[config.mk]
export PLATFORM = sky130hd
export DESIGN_NAME = pstc_cell
export DESIGN_NICKNAME = d
export VERILOG_FILES = /design/src/sv/polar_scan_to_cartesian_core_macros.svh /design/src/sv/pstc_pkg.sv /design/src/sv/pstc_cell.sv
export SDC_FILE = /design/constraint.sdc
export NUM_CORES = 1
export LEC_CHECK = 0
export BUFFER_PORTS_ARGS = -buffer_cell sky130_fd_sc_hd__buf_2
export CAP_MARGIN = 20
export CORE_MARGIN = 5
export CORE_UTILIZATION = 30
export CTS_CLUSTER_DIAMETER = 60
export DETAILED_ROUTE_END_ITERATION = 16
export PLACE_DENSITY_LB_ADDON = 0.1
export SYNTH_ARGS = -nofsm -noshare
export SYNTH_HDL_FRONTEND = slang
export SYNTH_SLANG_ARGS = --single-unit
export TNS_END_PERCENT = 20
[constraint.sdc]
create_clock -name i_clk -period 4.2 [get_ports i_clk]
set_clock_uncertainty 0.1 [all_clocks]
set_input_delay 0 -clock i_clk [delete_from_list [all_inputs] [get_ports i_clk]]
set_output_delay 0 -clock i_clk [all_outputs]
set_load 0.03 [all_outputs]
[src/sv/polar_scan_to_cartesian_core_macros.svh]
// Assertion macros shared by the polar scan converter RTL.
// Depends on nothing; included by files that carry concurrent checks.
`ifndef POLAR_SCAN_TO_CARTESIAN_CORE_MACROS_SVH
`define POLAR_SCAN_TO_CARTESIAN_CORE_MACROS_SVH

// Same-cycle implication, disabled while reset is asserted.
`define PSTC_ASSERT_IMPL(lbl, clk, rst_n, ante, cons) \
    lbl: assert property (@(posedge clk) disable iff (!rst_n) (ante) |-> (cons)) \
        else $error("pstc check failed");

// Next-cycle implication, disabled while reset is asserted.
`define PSTC_ASSERT_NEXT(lbl, clk, rst_n, ante, cons) \
    lbl: assert property (@(posedge clk) disable iff (!rst_n) (ante) |=> (cons)) \
        else $error("pstc check failed");

`endif

[src/sv/pstc_pkg.sv]
// Shared types, widths and constants of the polar scan converter.
// No dependencies; imported by every other file of the block but the macro header.
package pstc_pkg;

    localparam int CORDIC_ITERS_DEF = 16;
    localparam int MAX_ITERS        = 32;

    localparam int FIELDS_W   = 4;
    localparam int DIST_W     = 16;
    localparam int ANGLE_W    = 17;
    localparam int COORD_W    = 17;
    localparam int CNT_W      = 32;
    localparam int CFG_IDX_W  = 1;
    localparam int CFG_DATA_W = 16;

    // register indexes of the configuration port
    localparam logic [CFG_IDX_W-1:0] CFG_MAX_DISTANCE    = 1'b0;
    localparam logic [CFG_IDX_W-1:0] CFG_EXPECTED_FIELDS = 1'b1;

    localparam logic [DIST_W-1:0]   MAX_DISTANCE_RST    = 16'd10000;
    localparam logic [FIELDS_W-1:0] EXPECTED_FIELDS_RST = 4'd4;
    localparam logic [CNT_W-1:0]    CNT_MAX             = '1;

    // angle handling
    localparam int TURN_CDEG = 36000;
    localparam int ANG_W     = 16;             // reduced angle, 0..35999
    localparam int THETA_W   = 32;             // binary angle, one turn = 2^32
    localparam int Q2_W      = 15;             // fractional-turn correction
    localparam int Q_SHIFT   = 36;
    // theta = a*THETA_STEP + floor((a*Q_MUL + Q_ADD) >> Q_SHIFT)
    localparam logic [THETA_W-1:0] THETA_STEP = 32'd119304;
    localparam logic [35:0]        Q_MUL      = 36'd44469137440;
    localparam logic [35:0]        Q_ADD      = 36'd34329196760;

    // magnitude handling
    localparam int FRAC_W     = 16;
    localparam int ROUND_HALF = 32768;
    localparam logic [31:0] GAIN_Q32 = 32'd2608131496;
    localparam int X0_W       = 32;
    localparam int XY_W       = 35;
    localparam int Z_W        = 33;
    localparam int RND_W      = XY_W - FRAC_W;
    localparam int OUT_LIMIT  = 65535;

    // atan(2^-i) in binary angle units
    localparam logic [31:0] ATAN_TAB [MAX_ITERS] = '{
        32'd536870912, 32'd316933406, 32'd167458907, 32'd85004756,
        32'd42667331,  32'd21354465,  32'd10679838,  32'd5340245,
        32'd2670163,   32'd1335087,   32'd667544,    32'd333772,
        32'd166886,    32'd83443,     32'd41722,     32'd20861,
        32'd10430,     32'd5215,      32'd2608,      32'd1304,
        32'd652,       32'd326,       32'd163,       32'd81,
        32'd41,        32'd20,        32'd10,        32'd5,
        32'd3,         32'd1,         32'd1,         32'd0
    };

    // one item as it travels down the rotation chain
    typedef struct packed {
        logic                    vld;
        logic                    ok;
        logic                    moved;
        logic [CNT_W-1:0]        cnt;
        logic signed [XY_W-1:0]  x;
        logic signed [XY_W-1:0]  y;
        logic signed [Z_W-1:0]   z;
    } t_tok;

endpackage

[src/sv/pstc_cell.sv]
// One rotation-mode CORDIC round with a fixed shift, registered.
// Depends on pstc_pkg for the token type and the arctangent table.
module pstc_cell import pstc_pkg::*; #(
    parameter int IDX = 0
) (
    input  logic i_clk,
    input  logic i_rst_n,
    input  logic i_en,
    input  t_tok i_tok,
    output t_tok o_tok
);

    localparam logic signed [Z_W-1:0] STEP_ANG = Z_W'(ATAN_TAB[IDX]);

    logic signed [XY_W-1:0] w_dx, w_dy;
    t_tok                   n_tok, r_tok;

    assign w_dx = i_tok.y >>> IDX;
    assign w_dy = i_tok.x >>> IDX;

    always_comb begin
        n_tok = i_tok;
        if (!i_tok.z[Z_W-1]) begin
            n_tok.x = i_tok.x - w_dx;
            n_tok.y = i_tok.y + w_dy;
            n_tok.z = i_tok.z - STEP_ANG;
        end else begin
            n_tok.x = i_tok.x + w_dx;
            n_tok.y = i_tok.y - w_dy;
            n_tok.z = i_tok.z + STEP_ANG;
        end
    end

    always_ff @(posedge i_clk) begin
        if (!i_rst_n) begin
            r_tok.vld <= 1'b0;
        end else if (i_en) begin
            r_tok <= n_tok;
        end
    end

    assign o_tok = r_tok;

endmodule

==> impl_metrics.py <==
metrics = {
    "timing": {
        "fin_crit_sh": 0.846,
        "drv_slew": 0,
        "fin_crit_ns": 3.55,
        "tns_ns": 0,
        "rsz0062_at_grt": "no",
        "tightestPinTransition_ns": 0.991,
        "timing.fmax_ghz": 0.281,
        "hold_viol": 0,
        "setup-violations-final": 0,
        "relSlewSlack": 0.339,
    },
    "synthesis": {
        "synth_edf_count": 136,
        "yosys.area.top_type": "edfxtp_1",
        "yosysSeqAreaShare": 0.406,
        "syn_nets": 1305,
        "async_flop_share": 0,
        "syn_area_mm2": 0.0101,
        "synth_cells": 1056,
        "synth_area_leaders": "edfxtp_1, ha_1, a21oi_1",
        "ys_types": 70,
        "synth_flop_cell": "edfxtp_1",
        "synth_top_area_share": 0.404,
        "synth_seq_cells": 137,
        "ys.warnings.count": 0,
        "syn_avg_cell_area_um2": 9.56,
    },
    "setup_path": {
        "cp-startpoint": "i_tok[68]",
        "cpPeakStageDelay_ns": 0.60,
        "rr_endpoint": "o_tok[137]",
        "cp_max_fo": 4,
        "crit_path_end": "o_tok[90]",
        "cp_cell_sequence": "dlygate4sd3_1 -> buf_2 -> ha_1 -> fa_1 -> nor2b_1 -> o21ai_1 -> a2111oi_4 -> nor2_2 -> a21oi_1 -> a311oi_1 -> a21oi_1 -> xnor2_1",
        "cp.depth": 12,
        "cp_top_family": "compound AO/OA/AOI/OAI gates",
        "rr_worst_depth": 3,
        "rrSetupSlack_ns": 2.93,
        "cp-start-kind": "input pin",
        "cp.arrival_ns": 3.67,
        "path_buf_inv": 2,
        "path_class": "in2reg",
        "slowest_stage": "a311oi_1",
        "crit_required_ns": 4.31,
        "cp-end-kind": "flip-flop",
        "r2r-start": "o_tok[137]",
        "crit_top_cell": "a21oi_1",
    },
    "global_route": {
        "grt_pass1_wl_mm": 57.6,
        "first_global_vias": 9389,
        "grtUsageTotal": 0.193,
        "antenna_found_initial": 1,
        "grt_max_degree": 91,
        "overflow": 0,
    },
    "power_and_ir_drop": {
        "total_leakage_power_nw": 5.81,
        "ir_worst_vdd_v": 0.000266,
        "power.density_mw_per_mm2": 372,
    },
    "floorplan": {
        "fp.dieArea_mm2": 0.0374,
        "core-area_mm2": 0.0334,
        "die_w_um": 193,
        "initial_core_util": 0.303,
        "rows": 67,
        "dieHeight_um": 193,
        "boundaryPins": 279,
    },
    "cts": {
        "clock-root-buffer": "clkbuf_16",
        "clk_path_buf_depth": 2,
        "clock-sinks": 137,
        "cts_hold_buf": 72,
        "clk-insertion-delay-late_ns": 0.42,
        "cts_buffers": 17,
        "cts_tree": "built",
        "cts.htree.levels": 4,
        "cts.clk_slew.worst_paths_ns": 0.06,
        "cts-resized-gates": 0,
        "post_cts_buffers": 0,
    },
    "placement": {
        "place_congestion": 0.911,
        "dpl_cell_area_mm2": 0.0120,
        "port_buffers": 278,
        "dp_hpwl_mm": 29.1,
    },
    "routing": {
        "wire_per_inst_um": 20.1,
        "ant_nets": 0,
        "drt_iter0_drc": 615,
        "vias_per_cell": 5.01,
        "vias": 9280,
        "wl_mm": 37.2,
        "drc": 0,
        "firstDrtPassIters": 5,
    },
    "outcome": {
        "status": "complete, no violations",
    },
    "layout": {
        "largest_reg_flops": 137,
        "layout-drive-gt1-share": 0.246,
        "final_common_cell": "buf_2",
        "final_area_mm2": 0.0133,
        "syn_to_final_growth_pct": 32.1,
        "layout_common_cells": "buf_2, edfxtp_1, a21oi_1, inv_1, ha_1",
        "fin_nets": 1641,
        "diodes": 0,
        "num-fill-cells": 3381,
    },
    "min_path": {
        "hp-class": "in2reg",
        "hold_depth": 3,
    },
    "run": {
        "drv_cap": 0,
    },
}
how the worst min path moves through the flow:
stage                     from   endpoint  slack (ns)
floorplan             i_tok[0]   o_tok[0]      -0.001
global placement     i_tok[23]  o_tok[23]        0.08
detailed placement   i_tok[24]  o_tok[24]        0.08
CTS                 i_tok[101]  o_tok[66]        0.09
global route        i_tok[101]  o_tok[66]        0.12
finish              i_tok[101]  o_tok[66]         0.1
synth_stat cells (7+ instances only):
| library cell | count |
|---|---|
| edfxtp_1 | 136 |
| a21oi_1 | 122 |
| inv_1 | 113 |
| ha_1 | 104 |
| nor2_1 | 77 |
| o21ai_0 | 66 |
| xnor2_1 | 58 |
| nand2_1 | 48 |
| clkbuf_1 | 37 |
| a21o_1 | 24 |
| o21bai_1 | 23 |
| nor3_1 | 16 |
| nand4_1 | 15 |
| nand3_1 | 14 |
| a211oi_1 | 13 |
| mux2i_1 | 12 |
| nor4_1 | 12 |
| nor2b_1 | 11 |
| xor2_1 | 11 |
| a31oi_1 | 10 |
| o31ai_1 | 9 |
| nand2b_1 | 8 |
| or3_1 | 8 |
| buf_1 | 7 |
| o211ai_1 | 7 |
worst register-to-register path, cell delays in order (launching register included):
cell and delay, ns:
dfxtp_1 0.30, mux2i_1 0.12, nor2b_1 0.07, dlygate4sd3_1 0.56
per-layer routing:
metal / track usage / part of all wire
met4: 0.0456 / 0.018
met3: 0.0308 / 0.054
met5: 0 / 0
met1: 0.265 / 0.46
met2: 0.322 / 0.47
area by class of cell:
class / count / area, µm² / share of cell area
clock inverters: 14 / 208 / 0.0156
multi-input cells: 754 / 5370 / 0.402
flip-flops and latches: 137 / 4100 / 0.308
clock buffers: 18 / 429 / 0.0322
inverters: 115 / 432 / 0.0324
well taps: 448 / 561 / 0.0420
repair buffers: 367 / 2240 / 0.168
cell families (layout without fill, tap and decap cells):
family                     count (synthesis)  count (layout)  synth area share
AOI/OAI and AO/OA                        336             336             0.213
and+or+nand+nor                          229             229             0.109
buffers and inverters                    165             514            0.0629
DFF                                      137             137             0.406
adders and majority gates                108             108             0.137
xor gates and xnor gates                  69              69            0.0598
muxes                                     12              12            0.0119
where the power goes:
part	leakage [nW]	switching [mW]	internal [mW]	total, mW
Combinational	4.22	1.03	0.535	1.57
Clock	0.305	0.675	1.01	1.69
Sequential	1.28	0.0320	1.68	1.71
per-stage QoR:
step | setup WS, ns | hold WS (ns) | std cells | total power [mW] | utilization
final | 0.648 | 0.0971 | 1853 | 4.97 | 0.400
after global routing | 0.486 | 0.120 | 1853 | 5.20 | 0.400
after CTS | 0.661 | 0.0853 | 1853 | 5.01 | 0.400
after detailed placement | 0.631 | 0.0782 | 1749 | 3.24 | 0.359
after global placement | 0.608 | 0.0767 | 1749 | 3.25 | 0.359
after floorplan | 0.478 | -0.00113 | 1056 | 2.73 | -
Power figures use the tool's default switching activity.
