`src/sv/polar_scan_to_cartesian_core_macros.svh`:
```
// Assertion macros shared by the polar scan converter RTL.
// Depends on nothing; included by files that carry concurrent checks.
`ifndef POLAR_SCAN_TO_CARTESIAN_CORE_MACROS_SVH
`define POLAR_SCAN_TO_CARTESIAN_CORE_MACROS_SVH

// Same-cycle implication, disabled while reset is asserted.
`define PSTC_ASSERT_IMPL(lbl, clk, rst_n, ante, cons) \
    lbl: assert property (@(posedge clk) disable iff (!rst_n) (ante) |-> (cons)) \
        else $error("pstc check failed");

// Next-cycle implication, disabled while reset is asserted.
`define PSTC_ASSERT_NEXT(lbl, clk, rst_n, ante, cons) \
    lbl: assert property (@(posedge clk) disable iff (!rst_n) (ante) |=> (cons)) \
        else $error("pstc check failed");

`endif

```
`src/sv/pstc_pkg.sv`:
```
// Shared types, widths and constants of the polar scan converter.
// No dependencies; imported by every other file of the block but the macro header.
package pstc_pkg;

    localparam int CORDIC_ITERS_DEF = 16;
    localparam int MAX_ITERS        = 32;

    localparam int FIELDS_W   = 4;
    localparam int DIST_W     = 16;
    localparam int ANGLE_W    = 17;
    localparam int COORD_W    = 17;
    localparam int CNT_W      = 32;
    localparam int CFG_IDX_W  = 1;
    localparam int CFG_DATA_W = 16;

    // register indexes of the configuration port
    localparam logic [CFG_IDX_W-1:0] CFG_MAX_DISTANCE    = 1'b0;
    localparam logic [CFG_IDX_W-1:0] CFG_EXPECTED_FIELDS = 1'b1;

    localparam logic [DIST_W-1:0]   MAX_DISTANCE_RST    = 16'd10000;
    localparam logic [FIELDS_W-1:0] EXPECTED_FIELDS_RST = 4'd4;
    localparam logic [CNT_W-1:0]    CNT_MAX             = '1;

    // angle handling
    localparam int TURN_CDEG = 36000;
    localparam int ANG_W     = 16;             // reduced angle, 0..35999
    localparam int THETA_W   = 32;             // binary angle, one turn = 2^32
    localparam int Q2_W      = 15;             // fractional-turn correction
    localparam int Q_SHIFT   = 36;
    // theta = a*THETA_STEP + floor((a*Q_MUL + Q_ADD) >> Q_SHIFT)
    localparam logic [THETA_W-1:0] THETA_STEP = 32'd119304;
    localparam logic [35:0]        Q_MUL      = 36'd44469137440;
    localparam logic [35:0]        Q_ADD      = 36'd34329196760;

    // magnitude handling
    localparam int FRAC_W     = 16;
    localparam int ROUND_HALF = 32768;
    localparam logic [31:0] GAIN_Q32 = 32'd2608131496;
    localparam int X0_W       = 32;
    localparam int XY_W       = 35;
    localparam int Z_W        = 33;
    localparam int RND_W      = XY_W - FRAC_W;
    localparam int OUT_LIMIT  = 65535;

    // atan(2^-i) in binary angle units
    localparam logic [31:0] ATAN_TAB [MAX_ITERS] = '{
        32'd536870912, 32'd316933406, 32'd167458907, 32'd85004756,
        32'd42667331,  32'd21354465,  32'd10679838,  32'd5340245,
        32'd2670163,   32'd1335087,   32'd667544,    32'd333772,
        32'd166886,    32'd83443,     32'd41722,     32'd20861,
        32'd10430,     32'd5215,      32'd2608,      32'd1304,
        32'd652,       32'd326,       32'd163,       32'd81,
        32'd41,        32'd20,        32'd10,        32'd5,
        32'd3,         32'd1,         32'd1,         32'd0
    };

    // one item as it travels down the rotation chain
    typedef struct packed {
        logic                    vld;
        logic                    ok;
        logic                    moved;
        logic [CNT_W-1:0]        cnt;
        logic signed [XY_W-1:0]  x;
        logic signed [XY_W-1:0]  y;
        logic signed [Z_W-1:0]   z;
    } t_tok;

endpackage

```
`src/sv/pstc_post.sv`:
```
// Back end: rounding to whole units, sign fix, saturation, output register.
// Depends on pstc_pkg; also produces the chain advance enable.
module pstc_post import pstc_pkg::*; (
    input  logic                      i_clk,
    input  logic                      i_rst_n,
    input  t_tok                      i_tok,
    input  logic                      i_out_ready,
    output logic                      o_en,
    output logic                      o_vld,
    output logic                      o_point_valid,
    output logic signed [COORD_W-1:0] o_x,
    output logic signed [COORD_W-1:0] o_y,
    output logic [CNT_W-1:0]          o_cnt
);

    localparam logic signed [RND_W-1:0] LIM = RND_W'(OUT_LIMIT);
    localparam logic signed [XY_W-1:0]  HALF = XY_W'(ROUND_HALF);

    function automatic logic signed [COORD_W-1:0] fix_coord(
        input logic signed [RND_W-1:0] v,
        input logic                    neg,
        input logic                    ok
    );
        logic signed [RND_W-1:0] s;
        s = neg ? -v : v;
        if (s > LIM) begin
            s = LIM;
        end else if (s < -LIM) begin
            s = -LIM;
        end
        if (!ok) begin
            s = '0;
        end
        return s[COORD_W-1:0];
    endfunction

    logic signed [XY_W-1:0]  w_xsum, w_ysum;
    logic                    r_rnd_vld, r_rnd_ok, r_rnd_moved;
    logic [CNT_W-1:0]        r_rnd_cnt;
    logic signed [RND_W-1:0] r_rnd_x, r_rnd_y;
    logic                    r_out_vld, r_out_ok;
    logic signed [COORD_W-1:0] r_out_x, r_out_y;
    logic [CNT_W-1:0]        r_out_cnt;

    assign o_en   = !r_out_vld || i_out_ready;
    assign w_xsum = i_tok.x + HALF;
    assign w_ysum = i_tok.y + HALF;

    always_ff @(posedge i_clk) begin
        if (!i_rst_n) begin
            r_rnd_vld <= 1'b0;
            r_out_vld <= 1'b0;
        end else if (o_en) begin
            r_rnd_vld   <= i_tok.vld;
            r_rnd_ok    <= i_tok.ok;
            r_rnd_moved <= i_tok.moved;
            r_rnd_cnt   <= i_tok.cnt;
            r_rnd_x     <= w_xsum[XY_W-1:FRAC_W];
            r_rnd_y     <= w_ysum[XY_W-1:FRAC_W];
            r_out_vld   <= r_rnd_vld;
            r_out_ok    <= r_rnd_ok;
            r_out_x     <= fix_coord(r_rnd_x, r_rnd_moved, r_rnd_ok);
            r_out_y     <= fix_coord(r_rnd_y, r_rnd_moved, r_rnd_ok);
            r_out_cnt   <= r_rnd_cnt;
        end
    end

    assign o_vld         = r_out_vld;
    assign o_point_valid = r_out_ok;
    assign o_x           = r_out_x;
    assign o_y           = r_out_y;
    assign o_cnt         = r_out_cnt;

endmodule

```
`config.mk`:
```
export PLATFORM = sky130hd
export DESIGN_NAME = pstc_post
export DESIGN_NICKNAME = d
export VERILOG_FILES = /design/src/sv/polar_scan_to_cartesian_core_macros.svh /design/src/sv/pstc_pkg.sv /design/src/sv/pstc_post.sv
export SDC_FILE = /design/constraint.sdc
export NUM_CORES = 1
export LEC_CHECK = 0
export BUFFER_PORTS_ARGS = -buffer_cell sky130_fd_sc_hd__buf_4
export CORE_AREA = 2 2 119 121
export CTS_BUF_LIST = sky130_fd_sc_hd__clkbuf_2
export DETAILED_ROUTE_END_ITERATION = 7
export DIE_AREA = 0 0 121 123
export GPL_TIMING_DRIVEN = 0
export PLACE_DENSITY_LB_ADDON = 0.08
export SLEW_MARGIN = 10
export SYNTH_ARGS = -nofsm -noshare
export SYNTH_HDL_FRONTEND = slang
export SYNTH_SLANG_ARGS = --single-unit
```
`constraint.sdc`:
```
create_clock -name i_clk -period 12.2 [get_ports i_clk]
set_input_delay 0.61 -clock i_clk [delete_from_list [all_inputs] [get_ports i_clk]]
set_output_delay 0.61 -clock i_clk [all_outputs]
set_load 0.03 [all_outputs]
```
==> results.sh <==
export IMPL_ctsResizeCount=0
export IMPL_core_area_mm2=0.0136
export IMPL_synth_nets=675
export IMPL_p_leak_uw=0.00331
export IMPL_root_buffer="clkbuf_2"
export IMPL_synth_top_family_by_area="simple AND/OR/NAND/NOR gates"
export IMPL_dpl_hpwl_mm=10.3
export IMPL_worstSetupStartpointType="flip-flop"
export IMPL_tritoncts_num_sinks=141
export IMPL_initialDrtViolationCount=574
export IMPL_drcViolationCount=0
export IMPL_clock_skew_final_ps=24.8
export IMPL_power_density_mw_per_mm2=125
export IMPL_max_cap_violations=0
export IMPL_critPathBufInv=3
export IMPL_hold_viol_final=0
export IMPL_numCtsBuffers=17
export IMPL_ys_seq_elements=141
export IMPL_synthXorXnorAreaFrac_pct=8.74
export IMPL_path_clk_slew_ps=200
export IMPL_nFillCells=1046
export IMPL_antenna_found_initial=1
export IMPL_ys_async_sr_fraction_pct=0
export IMPL_crit_end="o_x[9]"
export IMPL_comb_power_share_pct=17.3
export IMPL_switching_share_pct=27.5
export IMPL_reg2reg_slack_ps=8900
export IMPL_die_width_um=121
export IMPL_overflow=0
export IMPL_cts_path_max_buffers=2
export IMPL_via_per_inst=5.26
export IMPL_max_freq_mhz=303
export IMPL_netlist_area_mm2=0.00672
export IMPL_drt_total_wl_mm=14.4
export IMPL_syn_avg_cell_area_um2=12.7
export IMPL_rr_startpoint="r_rnd_x[1]"
export IMPL_timing_slew_headroom_pct=41.4
export IMPL_critPathSlowestCell="or4b_1"
export IMPL_dp_worst_setup_slack_ps=8950
export IMPL_cp_required_ps=12680
export IMPL_synthSimpleGateAreaFrac_pct=14.5
export IMPL_start_util_pct=49.3
export IMPL_htreeDepth=4
export IMPL_p_sw_uw=299
export IMPL_syn_to_final_growth_pct=29.7
export IMPL_wl_per_cell_um=15.6
export IMPL_grt_pass1_vias=4496
export IMPL_synth_mux_area_share_pct=1.21
export IMPL_cp_depth=11
export IMPL_fp_dieArea_mm2=0.0149
export IMPL_nNetsFinal=876
export IMPL_p_int_uw=790
export IMPL_post_route_period_util_pct=27.0
export IMPL_antenna_left=0
export IMPL_grt_max_degree=70
export IMPL_critPathMaxFanout=10
export IMPL_grt_pass1_wl_mm=22.1
export IMPL_max_stage_delay_ps=530
export IMPL_drv_slew=0
export IMPL_ir_worst_vdd_uv=65.4
export IMPL_final_setup_worst_slack_ps=8900
export IMPL_pwr_share_clk_pct=28.3
export IMPL_place_gp_congestion=0.946
export IMPL_worstRegToRegCells=11
export IMPL_hold_path_class="in2reg"
export IMPL_yosysUniqueCellTypes=62
export IMPL_synthAdderAreaFrac_pct=0.745
export IMPL_synth_edf_count=139
export IMPL_startpoint="r_rnd_x[1]"
export IMPL_die_y_um=123
export IMPL_grt_setup_unrepaired="false"
export IMPL_synth_compound_area_share_pct=9.56
export IMPL_tns_ps=0
export IMPL_crit_chain="clkbuf_1, inv_1, ha_1, or4b_1, nor4b_2, o211ai_1, a41o_1, a211o_1, nand2_1, buf_2, o21ai_0"
export IMPL_vias=4858
export IMPL_first_pass_iters=5
export IMPL_synth_warnings=0
export IMPL_port_buffer_count=146
export IMPL_rr_endpoint="o_x[9]"
export IMPL_synth_main_ff_cell="edfxtp_1"
export IMPL_setup_viol=0
export IMPL_seqPwrFrac_pct=54.4
export IMPL_cts_tree="done"
export IMPL_critPathTopFamily="simple AND/OR/NAND/NOR gates"
export IMPL_fin_crit_ps=3300
export IMPL_endpoint_kind="flip-flop"
export IMPL_ioPinCount=210
export IMPL_path_class="reg2reg"
export IMPL_grt_util_all_layers_pct=19.3
export IMPL_row_count=43
export IMPL_synthCells=530
export IMPL_clkLatencyLatePin_ps=730
export IMPL_worst_pin_slew_ps=871
export IMPL_status="finished, final reports clean"
export IMPL_crit_arrival_ps=3780
export IMPL_layout_drive_gt1_share_pct=28.1
export IMPL_seq_area_frac_synth_pct=62.7
==> synth_stat cells (all sizes together) (2+ instances only) <==
library cell  instances  area share (%)
nor2                 31             1.7
buf                  12             1.1
inv                  11            0.61
and2                  3            0.28
xnor2                31             4.0
a41o                  3            0.45
nand2b                5            0.47
xor2                 36             4.7
o41ai                 4            0.52
clkbuf               14            0.78
mux2i                 7             1.0
ha                    4            0.75
nand4                 8            0.75
nor3                 16             1.2
dfxtp                 2            0.60
o22ai                 3            0.28
nand4b                3            0.39
o21ai                44             3.8
a32oi                 4            0.52
a31oi                 2            0.19
nor2b                 6            0.56
nand2                41             2.4
and3                  6            0.56
edfxtp              139              62
or4                   5            0.61
or4b                  2            0.35
o21a                  3            0.34
or3                   6            0.56
nor3b                 2            0.22
or2                   3            0.28
a21oi                 5            0.43
nor4b                 4            0.80
o31ai                 7            0.99
a21boi                2            0.22
a211o                 3            0.39
nand3                29             2.2
nor4                 10            0.93
==> logic make-up after synthesis <==
family                   count (synthesis)
AO/OA/AOI/OAI                           91
XOR/XNOR                                67
adder cells (fa/ha/maj)                  4
buffers and inverters                   37
flip-flops                             141
multiplexers                             8
AND/OR/NAND/NOR                        182
==> area by class of cell <==
class	instances	area (um2)	share of cell area, %
plain buffers	26	125	1.44
clock buffers	18	90.1	1.03
repair buffers	182	1480	17.0
well taps	180	225	2.59
diodes	1	2.50	0.0287
clock inverters	13	190	2.18
inverters	11	41.3	0.474
multi-input cells	352	2340	26.8
flip-flops and latches	141	4210	48.4
==> cells in the final DEF, fill, tap and decap left out, drive strengths merged, types with 8 or more instances in the layout <==
cell and n:
clkbuf 32, nor2 31, edfxtp 139, inv 14, nand4 8, nor3 16
nand3 29, dlygate4sd3 34, o21ai 44, nand2 41, nor4 10, xor2 36
xnor2 31, buf 160
==> what timing repair did <==
| action | in CTS | in global routing |
|---|---|---|
| hold buffers | 33 | 1 |
| buffers inserted | 0 | 0 |
| endpoints found under the hold margin | 33 | 1 |
==> routing by layer <==
metal / up-vias / wire, um / share of wire, % / GRT usage (%)
met5: - / 0 / 0 / 0
met4: 0 / 260 / 1.8 / 9.23
met3: 21 / 924 / 6.4 / 4.29
met2: 204 / 6410 / 45 / 29.4
met1: 2228 / 6780 / 47 / 26.3
li1: 2405 / - / - / -
==> state kept, by name (all words and copies together), names as in the netlist <==
signal	cells
r_rnd_moved	1
r_rnd_y	19
r_rnd_vld	1
r_rnd_x	19
r_rnd_ok	1
o_x	17
o_y	17
o_point_valid	1
o_cnt	32
o_vld	1
r_rnd_cnt	32
==> through the flow <==
stage | instance area (um2) | total power, uW | instances | utilization, % | hold slack (ps)
after floorplan | 6720 | 710 | 530 | - | 400
after global placement | 8040 | 781 | 856 | 59.0 | 400
after detailed placement | 8090 | 783 | 858 | 59.4 | 405
after CTS | 8700 | 1100 | 922 | 63.9 | 1.14
after global routing | 8710 | 1130 | 924 | 64.0 | 49.1
final | 8710 | 1090 | 924 | 64.0 | 102
==> power groups by stage <==
stage	logic (uW)	registers, uW	clock network, uW
2_1_floorplan	70.5	640	0
3_3_place_gp	174	607	0
3_5_place_dp	179	603	0
4_1_cts	189	592	318
5_1_grt	203	596	336
6_report	189	592	308
==> worst min-delay path by stage <==
stage / from / to / slack [ps] / cells past startpoint
6_report: i_rst_n / r_rnd_vld / 100 / 2
5_1_grt: i_rst_n / r_rnd_vld / 50 / 2
4_1_cts: i_tok[129] / r_rnd_cnt[26] / 1 / 1
3_5_place_dp: r_rnd_cnt[26] / o_cnt[26] / 400 / 0
3_3_place_gp: r_rnd_cnt[24] / o_cnt[24] / 400 / 0
2_1_floorplan: r_rnd_cnt[0] / o_cnt[0] / 400 / 0
(Power assumes the default switching activity.)
