==> config.mk <==
export PLATFORM = sky130hd
export DESIGN_NAME = pstc_prep
export DESIGN_NICKNAME = d
export VERILOG_FILES = /design/src/sv/pstc_pkg.sv /design/src/sv/pstc_prep.sv
export VERILOG_INCLUDE_DIRS = /design/src /design/src/sv
export SDC_FILE = /design/constraint.sdc
export NUM_CORES = 1
export LEC_CHECK = 0
export BUFFER_PORTS_ARGS = -buffer_cell sky130_fd_sc_hd__buf_4
export CORE_ASPECT_RATIO = 1.5
export CORE_MARGIN = 4
export CORE_UTILIZATION = 55
export CTS_CLUSTER_SIZE = 14
export DETAILED_ROUTE_END_ITERATION = 10
export PLACE_DENSITY_LB_ADDON = 0.12
export SYNTH_ARGS = -nofsm -noshare
export SYNTH_HDL_FRONTEND = slang
export SYNTH_SLANG_ARGS = --single-unit
==> constraint.sdc <==
create_clock -name i_clk -period 19.99 [get_ports i_clk]
set_input_delay 1.999 -clock i_clk [delete_from_list [all_inputs] [get_ports i_clk]]
set_output_delay 1.999 -clock i_clk [all_outputs]
set_load 0.005 [all_outputs]
==> src/sv/polar_scan_to_cartesian_core_macros.svh <==
// Assertion macros shared by the polar scan converter RTL.
// Depends on nothing; included by files that carry concurrent checks.
`ifndef POLAR_SCAN_TO_CARTESIAN_CORE_MACROS_SVH
`define POLAR_SCAN_TO_CARTESIAN_CORE_MACROS_SVH

// Same-cycle implication, disabled while reset is asserted.
`define PSTC_ASSERT_IMPL(lbl, clk, rst_n, ante, cons) \
    lbl: assert property (@(posedge clk) disable iff (!rst_n) (ante) |-> (cons)) \
        else $error("pstc check failed");

// Next-cycle implication, disabled while reset is asserted.
`define PSTC_ASSERT_NEXT(lbl, clk, rst_n, ante, cons) \
    lbl: assert property (@(posedge clk) disable iff (!rst_n) (ante) |=> (cons)) \
        else $error("pstc check failed");

`endif

==> src/sv/pstc_pkg.sv <==
// Shared types, widths and constants of the polar scan converter.
// No dependencies; imported by every other file of the block but the macro header.
package pstc_pkg;

    localparam int CORDIC_ITERS_DEF = 16;
    localparam int MAX_ITERS        = 32;

    localparam int FIELDS_W   = 4;
    localparam int DIST_W     = 16;
    localparam int ANGLE_W    = 17;
    localparam int COORD_W    = 17;
    localparam int CNT_W      = 32;
    localparam int CFG_IDX_W  = 1;
    localparam int CFG_DATA_W = 16;

    // register indexes of the configuration port
    localparam logic [CFG_IDX_W-1:0] CFG_MAX_DISTANCE    = 1'b0;
    localparam logic [CFG_IDX_W-1:0] CFG_EXPECTED_FIELDS = 1'b1;

    localparam logic [DIST_W-1:0]   MAX_DISTANCE_RST    = 16'd10000;
    localparam logic [FIELDS_W-1:0] EXPECTED_FIELDS_RST = 4'd4;
    localparam logic [CNT_W-1:0]    CNT_MAX             = '1;

    // angle handling
    localparam int TURN_CDEG = 36000;
    localparam int ANG_W     = 16;             // reduced angle, 0..35999
    localparam int THETA_W   = 32;             // binary angle, one turn = 2^32
    localparam int Q2_W      = 15;             // fractional-turn correction
    localparam int Q_SHIFT   = 36;
    // theta = a*THETA_STEP + floor((a*Q_MUL + Q_ADD) >> Q_SHIFT)
    localparam logic [THETA_W-1:0] THETA_STEP = 32'd119304;
    localparam logic [35:0]        Q_MUL      = 36'd44469137440;
    localparam logic [35:0]        Q_ADD      = 36'd34329196760;

    // magnitude handling
    localparam int FRAC_W     = 16;
    localparam int ROUND_HALF = 32768;
    localparam logic [31:0] GAIN_Q32 = 32'd2608131496;
    localparam int X0_W       = 32;
    localparam int XY_W       = 35;
    localparam int Z_W        = 33;
    localparam int RND_W      = XY_W - FRAC_W;
    localparam int OUT_LIMIT  = 65535;

    // atan(2^-i) in binary angle units
    localparam logic [31:0] ATAN_TAB [MAX_ITERS] = '{
        32'd536870912, 32'd316933406, 32'd167458907, 32'd85004756,
        32'd42667331,  32'd21354465,  32'd10679838,  32'd5340245,
        32'd2670163,   32'd1335087,   32'd667544,    32'd333772,
        32'd166886,    32'd83443,     32'd41722,     32'd20861,
        32'd10430,     32'd5215,      32'd2608,      32'd1304,
        32'd652,       32'd326,       32'd163,       32'd81,
        32'd41,        32'd20,        32'd10,        32'd5,
        32'd3,         32'd1,         32'd1,         32'd0
    };

    // one item as it travels down the rotation chain
    typedef struct packed {
        logic                    vld;
        logic                    ok;
        logic                    moved;
        logic [CNT_W-1:0]        cnt;
        logic signed [XY_W-1:0]  x;
        logic signed [XY_W-1:0]  y;
        logic signed [Z_W-1:0]   z;
    } t_tok;

endpackage

==> src/sv/pstc_prep.sv <==
// Front end: sample check, reject counter, angle to binary angle, gain scaling.
// Depends on pstc_pkg and the assertion macro header.
`include "polar_scan_to_cartesian_core_macros.svh"

module pstc_prep import pstc_pkg::*; (
    input  logic                      i_clk,
    input  logic                      i_rst_n,
    input  logic                      i_en,
    input  logic                      i_vld,
    input  logic [FIELDS_W-1:0]       i_field_count,
    input  logic [DIST_W-1:0]         i_distance,
    input  logic signed [ANGLE_W-1:0] i_angle,
    input  logic [DIST_W-1:0]         i_max_distance,
    input  logic [FIELDS_W-1:0]       i_expected_fields,
    output t_tok                      o_tok
);

    localparam int QP_W = ANG_W + 36;
    localparam int GP_W = DIST_W + 32;
    localparam logic signed [ANGLE_W:0] TURN_S = (ANGLE_W+1)'(TURN_CDEG);

    // stage 1: check and reduce
    logic                 w_acc, w_ok;
    logic [CNT_W-1:0]     r_inv, n_inv;
    logic signed [ANGLE_W:0] w_a0, w_a1, w_a2, w_a3;
    logic                 r1_vld, r1_ok;
    logic [CNT_W-1:0]     r1_cnt;
    logic [ANG_W-1:0]     r1_a;
    logic [DIST_W-1:0]    r1_d;
    // stage 2: products
    logic [QP_W-1:0]      w_qprod;
    logic [GP_W-1:0]      w_gprod;
    logic                 r2_vld, r2_ok;
    logic [CNT_W-1:0]     r2_cnt;
    logic [ANG_W-1:0]     r2_a;
    logic [Q2_W-1:0]      r2_q2;
    logic [X0_W-1:0]      r2_x0;
    // stage 3: binary angle
    logic [THETA_W-1:0]   w_theta;
    logic                 r3_vld, r3_ok;
    logic [CNT_W-1:0]     r3_cnt;
    logic [THETA_W-1:0]   r3_theta;
    logic [X0_W-1:0]      r3_x0;
    logic                 w_moved;
    logic [THETA_W-1:0]   w_zt;

    assign w_acc = i_vld && i_en;
    assign w_ok  = (i_field_count == i_expected_fields) && (i_distance <= i_max_distance);

    always_comb begin
        n_inv = r_inv;
        if (w_acc && !w_ok && (r_inv != CNT_MAX)) begin
            n_inv = r_inv + 1'b1;
        end
    end

    // two lifts cover the most negative input, one drop the largest
    always_comb begin
        w_a0 = {i_angle[ANGLE_W-1], i_angle};
        w_a1 = w_a0[ANGLE_W] ? w_a0 + TURN_S : w_a0;
        w_a2 = w_a1[ANGLE_W] ? w_a1 + TURN_S : w_a1;
        w_a3 = (w_a2 >= TURN_S) ? w_a2 - TURN_S : w_a2;
    end

    // floor((728a+562)/1125) by exact reciprocal; rounded gain product
    assign w_qprod = QP_W'(r1_a) * QP_W'(Q_MUL) + QP_W'(Q_ADD);
    assign w_gprod = GP_W'(r1_d) * GP_W'(GAIN_Q32) + GP_W'(ROUND_HALF);
    assign w_theta = THETA_W'(r2_a) * THETA_W'(THETA_STEP) + THETA_W'(r2_q2);

    always_ff @(posedge i_clk) begin
        if (!i_rst_n) begin
            r_inv  <= '0;
            r1_vld <= 1'b0;
            r2_vld <= 1'b0;
            r3_vld <= 1'b0;
        end else if (i_en) begin
            r_inv    <= n_inv;
            r1_vld   <= i_vld;
            r1_ok    <= w_ok;
            r1_cnt   <= n_inv;
            r1_a     <= w_a3[ANG_W-1:0];
            r1_d     <= i_distance;
            r2_vld   <= r1_vld;
            r2_ok    <= r1_ok;
            r2_cnt   <= r1_cnt;
            r2_a     <= r1_a;
            r2_q2    <= w_qprod[Q_SHIFT +: Q2_W];
            r2_x0    <= w_gprod[FRAC_W +: X0_W];
            r3_vld   <= r2_vld;
            r3_ok    <= r2_ok;
            r3_cnt   <= r2_cnt;
            r3_theta <= w_theta;
            r3_x0    <= r2_x0;
        end
    end

    // second and third quadrants: rotate by half a turn, negate at the end
    assign w_moved = r3_theta[THETA_W-1] ^ r3_theta[THETA_W-2];
    assign w_zt    = w_moved ? {~r3_theta[THETA_W-1], r3_theta[THETA_W-2:0]} : r3_theta;

    always_comb begin
        o_tok.vld   = r3_vld;
        o_tok.ok    = r3_ok;
        o_tok.moved = w_moved;
        o_tok.cnt   = r3_cnt;
        o_tok.x     = XY_W'(r3_x0);
        o_tok.y     = '0;
        o_tok.z     = {w_zt[THETA_W-1], w_zt};
    end

    `PSTC_ASSERT_NEXT(a_cnt_mono, i_clk, i_rst_n, 1'b1, r_inv >= $past(r_inv))
    `PSTC_ASSERT_NEXT(a_cnt_bump, i_clk, i_rst_n, w_acc && !w_ok && (r_inv != CNT_MAX), r_inv == $past(r_inv) + 1'b1)
    `PSTC_ASSERT_NEXT(a_cnt_hold, i_clk, i_rst_n, !(w_acc && !w_ok), $stable(r_inv))

endmodule

==> results.toml, run 1 <==
[setup_path]
crit_path_top_delay_cell = "fa_1"
cp_max_fo = 15
crit_buf_inv = 4
cpLargestDelayFamily = "adder cells"
worst_r2r_path_depth = 22
worstSetupPathDepth = 22
slowest_delay_ps = 580
reg2reg_slack_ps = 11730
path_class = "reg2reg"
required_ps = 20340
endpoint = "r2_x0[31]"
r2r-end = "r2_x0[31]"
arrival_ps = 8610
end_kind = "flip-flop"
cpMostUsedCell = "fa_1"
cp-startpoint = "r1_d[14]"
reg2reg_from = "r1_d[14]"
cp-start-kind = "flip-flop"
worstPathCellList = "fa_1 -> fa_1 -> inv_1 -> fa_1 -> inv_1 -> fa_1 -> fa_1 -> inv_1 -> fa_1 -> inv_1 -> ha_1 -> nand4_1 -> nor3_1 -> o21ai_0 -> o2111ai_1 -> a21oi_1 -> or4_1 -> nor4_1 -> nand4_1 -> nor4_1 -> nor3_2 -> xnor2_1"

[route]
totalWireLength_mm = 74.1
vias_per_cell = 5.48
met3_length_mm = 1.86
wl_per_cell_um = 19.9
met1_length_mm = 27.1
wl_met2_mm = 41.0
drt_iter0_markers = 780
highest_layer = "met4"
postRouteAntennaNets = 0
vias = 20500
drcViolationCount = 0
dr.pass1.iters = 5

[synthesis]
synth_fa_ha_area_share_pct = 39.8
syn_inst = 2876
yosys.area.top_type = "edfxtp_1"
ys.flop_type = "edfxtp_1"
ys_seq_elements = 293
synthDistinctLibCells = 88
ys_warn_count = 0
muxShareOfSynthArea_pct = 0.332
synth_xor_area_share_pct = 6.08
synthArstFlopShare_pct = 0
synthesis.area_sq_um = 30900
yosysTopAreaCellShare_pct = 25.1
synth_area_leaders = "edfxtp_1, fa_1, ha_1"
syn_avg_cell_area_sq_um = 10.7
synth_compound_area_share_pct = 8.33
synth_top_family_by_area = "adder cells"
synthSimpleGateAreaFrac_pct = 8.97
yosysSeqAreaShare_pct = 27.4
synth_edf_count = 258

[clocking]
hold_buffers = 0
clk_latency_ps = 630
clk_path_buf_depth = 3
postCtsSetupBuffers = 0
cts_root_buf = "clkbuf_16"
clock-sinks = 293
cts_resized = 0
cts-htree-levels = 1
cts.clk_slew.worst_paths_ps = 60
cts_buffers = 29
tritoncts = "yes"

[die]
dieHeight_um = 298
io_pins = 199
chipWidth_um = 201
fp.dieArea_sq_um = 60100
core-area_sq_um = 55700
initial_utilization_pct = 55.4
rows = 106

[hold_path]
hp-class = "reg2reg"
min_path_cells = 0

[sta]
finalClockSkew_ps = 42.1
tightest_slew_ps = 1430
finalMaxSlewViolations = 0
max_freq_ghz = 0.121
slew_headroom_pct = 3.84
rsz0062_at_grt = "false"
finalCriticalPeriod_ps = 8260
hold_violations = 0
fin_crit_sh_pct = 41.3
setup_tns_ps = 0
setup_viol = 0

[cells_and_area]
area_delta_synth_final_pct = 8.20
layout_common_cells = "inv_1, ha_1, fa_1"
layout_commonest_cell = "inv_1"
drive_above_1_share_pct = 8.32
num-nets-final = 3849
n_antenna_cell = 0

[flow_run]
cap_violations = 0

[run_status]
run_status = "finished clean"

[placed_design]
dp_hpwl_mm = 63.1
placement.io_buffers = 160
gp_congestion = 0.954

[global_route]
grt_pass1_vias = 22100
antenna_found_initial = 0
globalRouteOverflowTotal = 0
grt_pass1_wl_mm = 119
grt_usage_pct = 24.9
grt_max_degree = 82
-- cells in the mapped netlist, drive strengths merged (18+ instances only) --
cell,number
a21o,63
a21oi,93
and2,51
and3,30
buf,84
clkbuf,23
dfxtp,35
edfxtp,258
fa,332
ha,451
inv,564
nand2,103
nand3,41
nand4,32
nor2,113
nor2b,18
nor3,39
o21a,22
o21ai,71
xnor2,132
xor2,79
-- through the flow --
| step | cells | hold slack [ps] | area (sq um) | utilization, % | setup slack, ps |
|---|---|---|---|---|---|
| 2_1_floorplan | 2913 | 400 | 31000 | - | 11510 |
| 3_3_place_gp | 3676 | 400 | 32500 | 58.3 | 11730 |
| 3_5_place_dp | 3676 | 405 | 32500 | 58.3 | 11630 |
| 4_1_cts | 3730 | 414 | 33400 | 60.0 | 11620 |
| 5_1_grt | 3730 | 414 | 33400 | 60.0 | 11270 |
| 6_report | 3730 | 415 | 33400 | 60.0 | 11730 |
-- per-layer routing --
metal	up-vias	GRT usage, %
met5	-	0
met4	0	11.5
met3	149	2.07
met2	358	48.8
met1	10100	26.8
li1	9806	-
-- worst min path at each step --
stage | start | endpoint | slack (ps)
4_1_cts | r2_x0[30] | r3_x0[30] | 410
3_5_place_dp | r1_cnt[27] | r2_cnt[27] | 400
6_report | r2_x0[30] | r3_x0[30] | 410
2_1_floorplan | r1_cnt[0] | r2_cnt[0] | 400
3_3_place_gp | r2_cnt[2] | r3_cnt[2] | 400
5_1_grt | r1_cnt[7] | r2_cnt[7] | 410
-- cell families after synthesis --
family	Yosys count
adder cells (fa/ha/maj)	783
AO/OA/AOI/OAI	383
AND/OR/NAND/NOR	523
buffers and inverters	671
flip-flops	293
XOR/XNOR	212
other	1
multiplexers	10
-- area by class of cell --
class                      count  area (sq um)
timing repair buffer         168          1260
tap                          702           878
multi-input combinational   1949         19800
fill                        4790         22300
clock buffer                  43           828
inverter                     564          2120
clock inverter                11           115
sequential                   293          8450
-- registers in the layout, summed over array words and instances, names as in the netlist, 32 cells and up --
| name | flops |
|---|---|
| r3_theta | 32 |
| r2_cnt | 32 |
| r_inv | 32 |
| r2_x0 | 32 |
| r3_x0 | 32 |
| r3_cnt | 32 |
| r1_cnt | 32 |
Power of run 1 is left out: the tool's default activity adds up to more than one toggle a clock period on the data nets, which glitch-free logic cannot reach.
==> run 2: changes to the inputs <==
clock period = 7.6 ns   (was 19.99 ns; I/O delays follow)
==> results.toml, run 2 (synthesis gave the netlist of run 1 again) <==
[run_status]
run_status = "finished clean"

[cells_and_area]
num-nets-final = 3930
final_area_sq_um = 34200
stdcell_count = 3812
layout_common_cells = "inv_1, ha_1, fa_1"
layout_commonest_cell = "inv_1"
multi_input_area_sq_um = 19900
area_delta_synth_final_pct = 10.7
fillCellCount = 4635
drive_above_1_share_pct = 11.7
final-seq-area_sq_um = 8450
finalCoreUtilization_pct = 61.4
n_antenna_cell = 0

[setup_path]
cpLargestDelayFamily = "adder cells"
cp_max_fo = 6
crit_path_top_delay_cell = "fa_1"
slowest_delay_ps = 570
crit_buf_inv = 5
cp-start-kind = "flip-flop"
worstPathCellList = "buf_4 -> fa_1 -> fa_1 -> fa_1 -> fa_1 -> fa_1 -> inv_1 -> fa_1 -> inv_1 -> ha_2 -> a21oi_1 -> o21ai_0 -> a22oi_1 -> o2111ai_1 -> buf_4 -> and2_1 -> or4_1 -> nor4_2 -> nand4_1 -> buf_4 -> o31a_1 -> nor3_2 -> xnor2_1"
required_ps = 7950
cpMostUsedCell = "fa_1"
path_class = "reg2reg"
arrival_ps = 7670
end_kind = "flip-flop"

[sta]
slew_headroom_pct = 25.9
rsz0062_at_grt = "false"
finalClockSkew_ps = 17.2
holdWs_ps = 329
hold_violations = 0
tightest_slew_ps = 1110
finalMaxSlewViolations = 0
finalCriticalPeriod_ps = 7320
max_freq_ghz = 0.137
fin_crit_sh_pct = 96.3
setup_viol = 0

[route]
totalWireLength_mm = 75.2
met1_length_mm = 26.8
wl_met2_mm = 41.4
dr.pass1.iters = 5
drcViolationCount = 0
highest_layer = "met4"
drt_iter0_markers = 675
wl_per_cell_um = 19.7
postRouteAntennaNets = 0
met3_length_mm = 2.03
vias = 20700
vias_per_cell = 5.43

[clocking]
clk_path_buf_depth = 3
clock-sinks = 293
cts_buffers = 30
cts-htree-levels = 1
tritoncts = "yes"
clk_latency_ps = 610
cts.clk_slew.worst_paths_ps = 70
cts_root_buf = "clkbuf_16"
hold_buffers = 0

[die]
io_pins = 199
initial_utilization_pct = 55.4
dieHeight_um = 298
fp.dieArea_sq_um = 60100
chipWidth_um = 201
core-area_sq_um = 55700
rows = 106

[hold_path]
hp-class = "in2reg"

[global_route]
antenna_found_initial = 0
grt_pass1_wl_mm = 122
grt_max_degree = 147
grt_usage_pct = 25.4
grt_pass1_vias = 22700
globalRouteOverflowTotal = 0

[placed_design]
placement.io_buffers = 160
placed_cells = 3738
dpl-instance-area_sq_um = 32900
gp_congestion = 1.00
dp_hpwl_mm = 64.3

[flow_run]
cap_violations = 0
-- run 2: cell types whose count changed in the layout (fill, tap and decap cells not counted), sizes merged --
cell    change
buf        +80
clkinv      +2
-- run 2: worst paths after layout --
check             slack [ps]  cells after the start       start   endpoint
setup reg to reg         280                     23    r1_d[10]  r2_x0[31]
hold / removal           330                      1  i_angle[3]    r1_a[3]
setup / recovery         280                     23    r1_d[10]  r2_x0[31]
hold reg to reg          420                      0   r1_cnt[8]  r2_cnt[8]
-- run 2: final cells by class --
type / count / area share [%]
multi-input combinational: 1949 / 58.1
sequential: 293 / 24.7
inverter: 564 / 6.19
timing repair buffer: 248 / 5.48
tap: 702 / 2.57
clock buffer: 43 / 2.49
clock inverter: 13 / 0.428
-- run 2: repair_timing --
item / 4_1_cts / 5_1_grt
pin swaps: 0 / 5
setup buffers: 2 / 16
setup endpoints to repair: 2 / 11
gates resized for setup: 3 / 33
-- run 2: through the flow --
step | worst slack [ps] | setup TNS [ps]
detailed placement | -91.8 | -161
floorplan | 359 | 0
CTS | 1.27 | 0
global placement | -17.6 | -17.6
global route | 7.15 | 0
finish | 282 | 0
-- run 2: per-layer routing --
layer / vias up / GRT usage [%]
met5: - / 0
met4: 0 / 12.9
met3: 180 / 2.03
met2: 364 / 49.6
met1: 10200 / 27.1
li1: 9969 / -
Power of run 2 is left out for the same reason.
